## src/rtl/assert_macros.svh

```systemverilog
// Assertion macros for the queue RTL.
// Depends on nothing; included by modules that carry concurrent checks.
`ifndef ASSERT_MACROS_SVH
`define ASSERT_MACROS_SVH

// Check a property on every rising clock edge outside reset.
`define ASSERT_CLKD(lbl, clk, rstn, prop, msg) \
  lbl: assert property (@(posedge clk) disable iff (!rstn) (prop)) else $error(msg);

// Check a property on every rising clock edge, reset included.
`define ASSERT_ALWAYS(lbl, clk, prop, msg) \
  lbl: assert property (@(posedge clk) (prop)) else $error(msg);

`endif

```

## src/rtl/lqh_pkg.sv

```systemverilog
// Shared definitions for the linked queue: defaults, request and status codes,
// and the command and status structs between controller and datapath.
// Depends on nothing.
package lqh_pkg;

  localparam int SLOTS_DEF      = 16;
  localparam int DATA_WIDTH_DEF = 32;
  localparam int SCAN_CHUNK     = 16;

  localparam logic [1:0] REQ_ENQ = 2'd0;
  localparam logic [1:0] REQ_DEQ = 2'd1;
  localparam logic [1:0] REQ_REM = 2'd2;

  localparam logic [1:0] STAT_OK      = 2'd0;
  localparam logic [1:0] STAT_EMPTY   = 2'd1;
  localparam logic [1:0] STAT_FULL    = 2'd2;
  localparam logic [1:0] STAT_INVALID = 2'd3;

  typedef struct packed {
    logic       load_req;
    logic       load_slot;
    logic       slot_from_head;
    logic       scan_clr;
    logic       scan_next;
    logic       enq_commit;
    logic       link_tail;
    logic       unlink;
    logic       set_status;
    logic [1:0] status_val;
    logic       out_load;
  } lqh_cmd_t;

  typedef struct packed {
    logic [1:0] req_type;
    logic       head_none;
    logic       target_bad;
    logic       tail_none;
    logic       chunk_found;
    logic       last_chunk;
    logic       out_free;
  } lqh_stat_t;

endpackage

```

## src/rtl/lqh_ctrl.sv

```systemverilog
// Request sequencer for the linked queue.
// Depends on lqh_pkg; drives lqh_dp through command and status structs.
module lqh_ctrl import lqh_pkg::*; (
  input  logic      clk_i,
  input  logic      rst_ni,
  input  logic      s_axis_tvalid_i,
  output logic      s_axis_tready_o,
  input  lqh_stat_t stat_i,
  output lqh_cmd_t  cmd_o
);

  localparam logic [2:0] S_IDLE   = 3'd0;
  localparam logic [2:0] S_DECODE = 3'd1;
  localparam logic [2:0] S_SCAN   = 3'd2;
  localparam logic [2:0] S_LINK   = 3'd3;
  localparam logic [2:0] S_READ   = 3'd4;
  localparam logic [2:0] S_UNLINK = 3'd5;
  localparam logic [2:0] S_RESP   = 3'd6;

  logic [2:0] state_q, state_d;

  assign s_axis_tready_o = (state_q == S_IDLE);

  always_comb begin
    state_d = state_q;
    cmd_o   = '0;
    case (state_q)
      S_IDLE: begin
        if (s_axis_tvalid_i) begin
          cmd_o.load_req = 1'b1;
          state_d        = S_DECODE;
        end
      end
      S_DECODE: begin
        case (stat_i.req_type)
          REQ_ENQ: begin
            cmd_o.scan_clr = 1'b1;
            state_d        = S_SCAN;
          end
          REQ_DEQ: begin
            if (stat_i.head_none) begin
              cmd_o.set_status = 1'b1;
              cmd_o.status_val = STAT_EMPTY;
              state_d          = S_RESP;
            end else begin
              cmd_o.load_slot      = 1'b1;
              cmd_o.slot_from_head = 1'b1;
              state_d              = S_READ;
            end
          end
          REQ_REM: begin
            if (stat_i.target_bad) begin
              cmd_o.set_status = 1'b1;
              cmd_o.status_val = STAT_INVALID;
              state_d          = S_RESP;
            end else begin
              cmd_o.load_slot = 1'b1;
              state_d         = S_READ;
            end
          end
          default: begin
            state_d = S_RESP;
          end
        endcase
      end
      S_SCAN: begin
        if (stat_i.chunk_found) begin
          cmd_o.enq_commit = 1'b1;
          state_d          = stat_i.tail_none ? S_RESP : S_LINK;
        end else if (stat_i.last_chunk) begin
          cmd_o.set_status = 1'b1;
          cmd_o.status_val = STAT_FULL;
          state_d          = S_RESP;
        end else begin
          cmd_o.scan_next = 1'b1;
        end
      end
      S_LINK: begin
        cmd_o.link_tail = 1'b1;
        state_d         = S_RESP;
      end
      S_READ: begin
        state_d = S_UNLINK;
      end
      S_UNLINK: begin
        cmd_o.unlink = 1'b1;
        state_d      = S_RESP;
      end
      S_RESP: begin
        if (stat_i.out_free) begin
          cmd_o.out_load = 1'b1;
          state_d        = S_IDLE;
        end
      end
      default: begin
        state_d = S_IDLE;
      end
    endcase
  end

  always_ff @(posedge clk_i or negedge rst_ni) begin
    if (!rst_ni) begin
      state_q <= S_IDLE;
    end else begin
      state_q <= state_d;
    end
  end

endmodule

```

## src/rtl/lqh_dp.sv

```systemverilog
// Datapath of the linked queue: slot tables, link pointers, free-slot scan
// and the result register. Depends on lqh_pkg and assert_macros.svh.
`include "assert_macros.svh"
module lqh_dp import lqh_pkg::*; #(
  parameter int SLOTS      = SLOTS_DEF,
  parameter int DATA_WIDTH = DATA_WIDTH_DEF,
  parameter int HW         = $clog2(SLOTS),
  parameter int LW         = $clog2(SLOTS + 1)
) (
  input  logic                  clk_i,
  input  logic                  rst_ni,
  input  lqh_cmd_t              cmd_i,
  output lqh_stat_t             stat_o,
  input  logic [1:0]            req_type_i,
  input  logic [DATA_WIDTH-1:0] push_data_i,
  input  logic [HW-1:0]         target_handle_i,
  input  logic                  m_axis_tready_i,
  output logic                  m_axis_tvalid_o,
  output logic [1:0]            status_o,
  output logic [HW-1:0]         new_handle_o,
  output logic [DATA_WIDTH-1:0] pop_data_o,
  output logic [LW-1:0]         entry_count_o
);

  localparam int CHUNK  = (SLOTS < SCAN_CHUNK) ? SLOTS : SCAN_CHUNK;
  localparam int NCHUNK = (SLOTS + CHUNK - 1) / CHUNK;
  localparam int CIW    = (NCHUNK > 1) ? $clog2(NCHUNK) : 1;
  localparam int OW     = $clog2(CHUNK);
  localparam logic [LW-1:0] NONE_LINK = LW'(SLOTS);

  logic [DATA_WIDTH-1:0] data_mem [SLOTS];
  logic [LW-1:0]         next_mem [SLOTS];
  logic [LW-1:0]         prev_mem [SLOTS];

  logic [1:0]            req_q;
  logic [DATA_WIDTH-1:0] data_q;
  logic [HW-1:0]         target_q;
  logic [HW-1:0]         slot_q;
  logic [HW-1:0]         link_addr_q;
  logic [CIW-1:0]        chunk_q;
  logic [LW-1:0]         head_q, tail_q, count_q;
  logic [SLOTS-1:0]      in_use_q;
  logic [DATA_WIDTH-1:0] data_rd_q;
  logic [LW-1:0]         next_rd_q, prev_rd_q;
  logic [1:0]            res_status_q;
  logic [HW-1:0]         res_handle_q;
  logic [DATA_WIDTH-1:0] res_pop_q;
  logic                  out_valid_q;
  logic [1:0]            out_status_q;
  logic [HW-1:0]         out_handle_q;
  logic [DATA_WIDTH-1:0] out_pop_q;
  logic [LW-1:0]         out_count_q;

  logic [NCHUNK*CHUNK-1:0] pad_use;
  logic [CHUNK-1:0]        chunk_free;
  logic [OW-1:0]           off;
  logic                    found;
  logic [HW-1:0]           free_slot;
  logic                    target_ge;
  logic                    p_valid, n_valid;

  logic                  nx_we, pv_we;
  logic [HW-1:0]         nx_wa, pv_wa;
  logic [LW-1:0]         nx_wd, pv_wd;

  // free-slot scan, one chunk of slots per cycle
  always_comb begin
    pad_use            = '1;
    pad_use[SLOTS-1:0] = in_use_q;
    chunk_free         = ~pad_use[chunk_q*CHUNK +: CHUNK];
    found              = |chunk_free;
    off                = '0;
    for (int i = CHUNK - 1; i >= 0; i--) begin
      if (chunk_free[i]) begin
        off = OW'(i);
      end
    end
  end

  assign free_slot = HW'((32'(chunk_q) * CHUNK) + 32'(off));
  assign target_ge = (LW'(target_q) >= NONE_LINK);
  assign p_valid   = (prev_rd_q != NONE_LINK);
  assign n_valid   = (next_rd_q != NONE_LINK);

  always_comb begin
    stat_o.req_type    = req_q;
    stat_o.head_none   = (head_q == NONE_LINK);
    stat_o.target_bad  = target_ge || !in_use_q[target_q];
    stat_o.tail_none   = (tail_q == NONE_LINK);
    stat_o.chunk_found = found;
    stat_o.last_chunk  = (chunk_q == CIW'(NCHUNK - 1));
    stat_o.out_free    = !out_valid_q || m_axis_tready_i;
  end

  // link write ports
  always_comb begin
    nx_we = 1'b0;
    nx_wa = free_slot;
    nx_wd = NONE_LINK;
    pv_we = 1'b0;
    pv_wa = free_slot;
    pv_wd = tail_q;
    if (cmd_i.enq_commit) begin
      nx_we = 1'b1;
      pv_we = 1'b1;
    end
    if (cmd_i.link_tail) begin
      nx_we = 1'b1;
      nx_wa = link_addr_q;
      nx_wd = LW'(slot_q);
    end
    if (cmd_i.unlink) begin
      nx_we = p_valid;
      nx_wa = prev_rd_q[HW-1:0];
      nx_wd = next_rd_q;
      pv_we = n_valid;
      pv_wa = next_rd_q[HW-1:0];
      pv_wd = prev_rd_q;
    end
  end

  always_ff @(posedge clk_i) begin
    if (cmd_i.enq_commit) begin
      data_mem[free_slot] <= data_q;
    end
    if (nx_we) begin
      next_mem[nx_wa] <= nx_wd;
    end
    if (pv_we) begin
      prev_mem[pv_wa] <= pv_wd;
    end
    data_rd_q <= data_mem[slot_q];
    next_rd_q <= next_mem[slot_q];
    prev_rd_q <= prev_mem[slot_q];
  end

  // request and result payload
  always_ff @(posedge clk_i) begin
    if (cmd_i.load_req) begin
      req_q        <= req_type_i;
      data_q       <= push_data_i;
      target_q     <= target_handle_i;
      res_status_q <= STAT_OK;
      res_handle_q <= '0;
      res_pop_q    <= '0;
    end
    if (cmd_i.load_slot) begin
      slot_q <= cmd_i.slot_from_head ? head_q[HW-1:0] : target_q;
    end
    if (cmd_i.enq_commit) begin
      slot_q       <= free_slot;
      link_addr_q  <= tail_q[HW-1:0];
      res_handle_q <= free_slot;
    end
    if (cmd_i.unlink && req_q == REQ_DEQ) begin
      res_pop_q <= data_rd_q;
    end
    if (cmd_i.set_status) begin
      res_status_q <= cmd_i.status_val;
    end
    if (cmd_i.scan_clr) begin
      chunk_q <= '0;
    end else if (cmd_i.scan_next) begin
      chunk_q <= chunk_q + CIW'(1);
    end
    if (cmd_i.out_load) begin
      out_status_q <= res_status_q;
      out_handle_q <= res_handle_q;
      out_pop_q    <= res_pop_q;
      out_count_q  <= count_q;
    end
  end

  // list control state
  always_ff @(posedge clk_i or negedge rst_ni) begin
    if (!rst_ni) begin
      head_q      <= NONE_LINK;
      tail_q      <= NONE_LINK;
      count_q     <= '0;
      in_use_q    <= '0;
      out_valid_q <= 1'b0;
    end else begin
      if (cmd_i.enq_commit) begin
        tail_q              <= LW'(free_slot);
        in_use_q[free_slot] <= 1'b1;
        count_q             <= count_q + LW'(1);
        if (tail_q == NONE_LINK) begin
          head_q <= LW'(free_slot);
        end
      end
      if (cmd_i.unlink) begin
        in_use_q[slot_q] <= 1'b0;
        count_q          <= count_q - LW'(1);
        if (!p_valid) begin
          head_q <= next_rd_q;
        end
        if (!n_valid) begin
          tail_q <= prev_rd_q;
        end
      end
      if (cmd_i.out_load) begin
        out_valid_q <= 1'b1;
      end else if (m_axis_tready_i) begin
        out_valid_q <= 1'b0;
      end
    end
  end

  assign m_axis_tvalid_o = out_valid_q;
  assign status_o        = out_status_q;
  assign new_handle_o    = out_handle_q;
  assign pop_data_o      = out_pop_q;
  assign entry_count_o   = out_count_q;

  `ASSERT_CLKD(a_count_range, clk_i, rst_ni, count_q <= NONE_LINK, "entry count above slot total")
  `ASSERT_CLKD(a_count_use, clk_i, rst_ni, 32'(count_q) == $countones(in_use_q), "count differs from slots in use")
  `ASSERT_CLKD(a_head_empty, clk_i, rst_ni, (head_q == NONE_LINK) == (count_q == '0), "head and count disagree")
  `ASSERT_ALWAYS(a_reset_clear, clk_i, !rst_ni |-> (count_q == '0 && !out_valid_q), "state not cleared in reset")

endmodule

```

## src/rtl/linked_queue_with_handle_remove.sv

```systemverilog
// Linked queue with removal by handle: FIFO kept as a doubly linked list over a slot table.
// Top level; depends on lqh_pkg, lqh_ctrl and lqh_dp.
//
// One request is handled at a time. An enqueue passes through decode, the search
// for the lowest free slot, one group of 16 slots at a time (up to ceil(SLOTS/16)
// groups), a link step when the queue already holds an entry, and the response;
// a dequeue or a remove passes through decode, a table read, the unlink and the
// response. An empty dequeue, a stale remove or an unused request type goes from
// decode straight to the response, and an enqueue that finds the queue full
// responds after searching every group. These steps are set by the single write
// port of each link table, its registered read, and the 16-slot-per-cycle free
// slot search. A held result does not stop the next request from being taken;
// completion waits only until the result register is free. There is no clearing
// pass after reset: the slot tables are read only for slots in use.
module linked_queue_with_handle_remove import lqh_pkg::*; #(
  parameter int SLOTS      = SLOTS_DEF,
  parameter int DATA_WIDTH = DATA_WIDTH_DEF
) (
  input  logic                                           clk_i,
  input  logic                                           rst_ni,
  input  logic                                           s_axis_tvalid_i,
  output logic                                           s_axis_tready_o,
  // push_data, target_handle, zero fill
  input  logic [((DATA_WIDTH+$clog2(SLOTS)+7)/8)*8-1:0]  s_axis_tdata_i,
  // req_type
  input  logic [1:0]                                     s_axis_tuser_i,
  output logic                                           m_axis_tvalid_o,
  input  logic                                           m_axis_tready_i,
  // new_handle, pop_data, entry_count, zero fill
  output logic [(($clog2(SLOTS)+DATA_WIDTH+$clog2(SLOTS+1)+7)/8)*8-1:0] m_axis_tdata_o,
  // status
  output logic [1:0]                                     m_axis_tuser_o
);

  localparam int HW = $clog2(SLOTS);
  localparam int LW = $clog2(SLOTS + 1);

  lqh_cmd_t              cmd;
  lqh_stat_t             stat;
  logic [HW-1:0]         new_handle;
  logic [DATA_WIDTH-1:0] pop_data;
  logic [LW-1:0]         entry_count;

  lqh_ctrl u_ctrl (
    .clk_i           (clk_i),
    .rst_ni          (rst_ni),
    .s_axis_tvalid_i (s_axis_tvalid_i),
    .s_axis_tready_o (s_axis_tready_o),
    .stat_i          (stat),
    .cmd_o           (cmd)
  );

  lqh_dp #(
    .SLOTS      (SLOTS),
    .DATA_WIDTH (DATA_WIDTH),
    .HW         (HW),
    .LW         (LW)
  ) u_dp (
    .clk_i           (clk_i),
    .rst_ni          (rst_ni),
    .cmd_i           (cmd),
    .stat_o          (stat),
    .req_type_i      (s_axis_tuser_i),
    .push_data_i     (s_axis_tdata_i[DATA_WIDTH-1:0]),
    .target_handle_i (s_axis_tdata_i[DATA_WIDTH +: HW]),
    .m_axis_tready_i (m_axis_tready_i),
    .m_axis_tvalid_o (m_axis_tvalid_o),
    .status_o        (m_axis_tuser_o),
    .new_handle_o    (new_handle),
    .pop_data_o      (pop_data),
    .entry_count_o   (entry_count)
  );

  always_comb begin
    m_axis_tdata_o                              = '0;
    m_axis_tdata_o[HW-1:0]                      = new_handle;
    m_axis_tdata_o[HW +: DATA_WIDTH]            = pop_data;
    m_axis_tdata_o[HW+DATA_WIDTH +: LW]         = entry_count;
  end

endmodule
```

## config.mk

```make
export PLATFORM = sky130hd
export DESIGN_NAME = linked_queue_with_handle_remove
export DESIGN_NICKNAME = d
export VERILOG_FILES = /design/src/rtl/lqh_pkg.sv /design/src/rtl/lqh_ctrl.sv /design/src/rtl/lqh_dp.sv /design/src/rtl/linked_queue_with_handle_remove.sv
export VERILOG_INCLUDE_DIRS = /design/src /design/src/rtl
export SDC_FILE = /design/constraint.sdc
export NUM_CORES = 1
export LEC_CHECK = 0
export ABC_AREA = 0
export BUFFER_PORTS_ARGS = -buffer_cell sky130_fd_sc_hd__buf_4
export CAP_MARGIN = 40
export CORE_MARGIN = 3
export CORE_UTILIZATION = 37
export CTS_CLUSTER_SIZE = 40
export DETAILED_ROUTE_END_ITERATION = 16
export MAX_ROUTING_LAYER = met4
export PLACE_DENSITY = 0.55
export SYNTH_ARGS = -nofsm -noshare
export SYNTH_HDL_FRONTEND = slang
export SYNTH_HIERARCHICAL = 1
export SYNTH_SLANG_ARGS = --single-unit
```

## constraint.sdc

```tcl
create_clock -name clk_i -period 6.2 [get_ports clk_i]
set_clock_uncertainty 0.2 [all_clocks]
set_input_delay 0.31 -clock clk_i [delete_from_list [all_inputs] [get_ports clk_i]]
set_output_delay 0.31 -clock clk_i [all_outputs]
set_load 0.005 [all_outputs]
```

==> reports/metrics.cfg <==
[status]
outcome=finished clean

[critical_path]
cp_common_cell=buf_4
startpoint_type=flip-flop
r2r_start=u_dp/chunk_q$_SDFFE_PP0P_
r2r_slack_ps=2240
crit_buf_inv=3
crit_chain=and3b_1, nand3_1, nor2_1, nand2_1, and3_1, buf_4, inv_1, or3_1, nor2_4, buf_4
reg2reg_to=u_dp/data_mem[1][29]$_DFFE_PP_
crit_fanout=22
cp-startpoint=u_dp/chunk_q$_SDFFE_PP0P_
crit_cells=10
crit_family=simple AND/OR/NAND/NOR gates
worst_setup_path_end_kind=flip-flop
crit_end=u_dp/data_mem[1][29]$_DFFE_PP_
r2r_cells=10
slowest_delay_ps=560
crit_required_ps=6270
crit_arrival_ps=4030
cp_slowest_cell=or3_1
critPathKind=flip-flop to flip-flop

[final_layout]
final_common_cell=edfxtp_1
drive_gt1_share_pct=28.6
antenna_cells=0
final_cell_mix=799 x edfxtp_1, 214 x mux4_2, 118 x buf_4, 92 x clkbuf_16, 58 x nor2_1
fin_nets=1773
area_growth_pct=16.6
final_util_pct=43.6
finalInstanceArea_mm2=0.0386
instances_no_fill=2954

[detailed_routing]
wl_per_cell_um=23.7
viasPerCell=5.18
ant_nets=0
vias=15287
dr.pass1.iters=5
dr.first_iter.drc_count=1392
wirelength_um=70200
drc=0

[power_and_ir_drop]
powerDensity_mw_per_mm2=399
p_leak_nw=12.5
ir_worst_vdd_mv=0.201

[floorplan]
rows=109
die_x_um=305
start_util_pct=37.4
io_pins=98
coreArea_mm2=0.0885
die_h_um=305
dieArea_mm2=0.0930

[clock_network]
clk_path_buf_depth=3
insertion_delay_ps=640
cts_buffers=90
cts_sinks=877
post_cts_resized=0
cts_tree=done
cts.reportedPaths.clkPinSlew_ps=60
cts_root_buffer=clkbuf_16
htreeDepth=3

[synthesis]
syn-cell-area_mm2=0.0331
ys_seq_elements=877
syn_area_per_cell_um2=21.6
ys_types=66
synth_cells=1534
synth-async-reset-ratio_pct=3.99
ys_warn_count=6
ys_seq_area_share_pct=77.8
synth_top_flop_cell=edfxtp_1
synth_edf_count=799

[place]
placed_area_mm2=0.0353
pre_cts_ws_ps=2200
io_buffers=86
gp_congestion=0.834
place_inst=2749
dp_hpwl_um=37000

[global_route]
antenna_found_initial=3
first_global_vias=15956
overflow=0
grt_pass1_wl_um=105000
track_usage_pct=15.6
grt_max_degree=144

[timing]
tns_ps=0
max_freq_ghz=0.253
setup_viol_count_final=0
rsz0062_at_grt=false
final_max_slew_viol_count=0
setup_ws_ps=2240
timing_hold_violations_final=0
finalCritPeriodShare_pct=63.8
tightest_slew_ps=1020
period_needed_ps=3960
relSlewSlack_pct=32.2

[run]
drv_cap=0

[hold_path]
hold_path_class=input pin to flip-flop

## synth_stat cells (4+ instances only)
| library cell | n | area, um^2 |
|---|---|---|
| buf_2 | 21 | 105 |
| or2_2 | 8 | 50.1 |
| nand2_1 | 42 | 158 |
| a31oi_1 | 7 | 43.8 |
| buf_1 | 5 | 18.8 |
| edfxtp_1 | 799 | 24000 |
| inv_1 | 18 | 67.6 |
| o21bai_1 | 4 | 30.0 |
| nand3_1 | 6 | 30.0 |
| dfxtp_1 | 43 | 861 |
| mux2_2 | 7 | 78.8 |
| a211o_1 | 4 | 35.0 |
| and2_1 | 38 | 238 |
| o22a_1 | 10 | 87.6 |
| a21oi_1 | 20 | 100 |
| and3_1 | 5 | 31.3 |
| a211oi_1 | 4 | 30.0 |
| mux4_2 | 214 | 4820 |
| nand2b_1 | 15 | 93.8 |
| nor2_1 | 63 | 236 |
| ha_1 | 7 | 87.6 |
| clkbuf_1 | 46 | 173 |
| buf_4 | 8 | 60.1 |
| mux2i_1 | 7 | 70.1 |
| o21ai_0 | 12 | 60.1 |
| nor3_1 | 23 | 115 |
| dfrtp_1 | 33 | 826 |
## worst register-to-register path: cells and delay by family (launching register included)
kind                   cells  cell delay [ps]
buffers and inverters      3              970
DFF                        1              540
and+or+nand+nor            7             1910
## power by group
part	total (W)	switching, W	leakage (nW)	internal [W]
Clock	0.00508	0.00218	1.38	0.00290
Sequential	0.00774	0.000373	8.03	0.00737
Combinational	0.00256	0.00150	3.07	0.00106
Total	0.0154	0.00405	12.5	0.0113
## worst min path at each step
| stage | slack [ps] | endpoint | start | cells past startpoint |
|---|---|---|---|---|
| after floorplan | -190 | u_ctrl/state_q[0]$_DFFE_PN0P_ | rst_ni | 0 |
| after global placement | 90 | u_dp/count_q[0]$_DFFE_PN0P_ | rst_ni | 1 |
| after detailed placement | 110 | u_dp/count_q[2]$_DFFE_PN0P_ | rst_ni | 1 |
| after CTS | 140 | u_dp/data_q[19]$_DFFE_PP_ | s_axis_tdata_i[19] | 2 |
| after global routing | 160 | u_dp/data_q[11]$_DFFE_PP_ | s_axis_tdata_i[11] | 2 |
| final | 180 | u_dp/data_q[19]$_DFFE_PP_ | s_axis_tdata_i[19] | 2 |
## cell families (layout without fill, tap and decap cells)
family,count (synthesis),in the layout,synth area share (%)
DFF,877,877,77.8
muxes,229,229,15.1
and+or+nand+nor,226,226,3.46
buffers and inverters,99,348,1.29
AOI/OAI and AO/OA,89,89,1.85
adders and majority gates,8,8,0.325
xor gates and xnor gates,5,5,0.132
other,1,7,0.0113
## layer usage
metal | track usage (%) | share of wire (%) | up-vias
li1 | - | - | 6663
met5 | - | 0 | -
met4 | 3.45 | 1.7 | 0
met3 | 2.66 | 5.2 | 93
met1 | 21.8 | 45 | 8091
met2 | 24.3 | 48 | 440
## per-stage QoR
step	hold slack [ps]	total power (W)
6_report	182	0.0154
5_1_grt	157	0.0161
4_1_cts	137	0.0156
3_5_place_dp	106	0.0104
3_3_place_gp	90.0	0.0104
2_1_floorplan	-186	0.00940
## cell type report
| class | count | area, um^2 |
|---|---|---|
| clock buffers | 128 | 2540 |
| clock inverters | 34 | 279 |
| fillers | 7510 | 50000 |
| inverters | 19 | 71.3 |
| multi-input cells | 564 | 7030 |
| flip-flops and latches | 877 | 25700 |
| well taps | 1165 | 1460 |
| repair buffers | 167 | 1450 |
## registers in the layout, summed over array words and instances (netlist names), 3 cells and up
signal              count
u_dp/data_mem         512
u_dp/next_mem          80
u_dp/prev_mem          80
u_dp/data_q            32
u_dp/data_rd_q         32
u_dp/pop_data_o        32
u_dp/res_pop_q         32
u_dp/in_use_q          16
u_dp/count_q            5
u_dp/entry_count_o      5
u_dp/head_q             5
u_dp/next_rd_q          5
u_dp/prev_rd_q          5
u_dp/tail_q             5
u_dp/link_addr_q        4
u_dp/new_handle_o       4
u_dp/res_handle_q       4
u_dp/slot_q             4
u_dp/target_q           4
u_ctrl/state_q          3
## timing repair
item	4_1_cts	5_1_grt
endpoints found under the hold margin	76	0
hold buffers	43	0
buffers inserted	0	0
No activity file was read; power rests on OpenSTA's default activity.
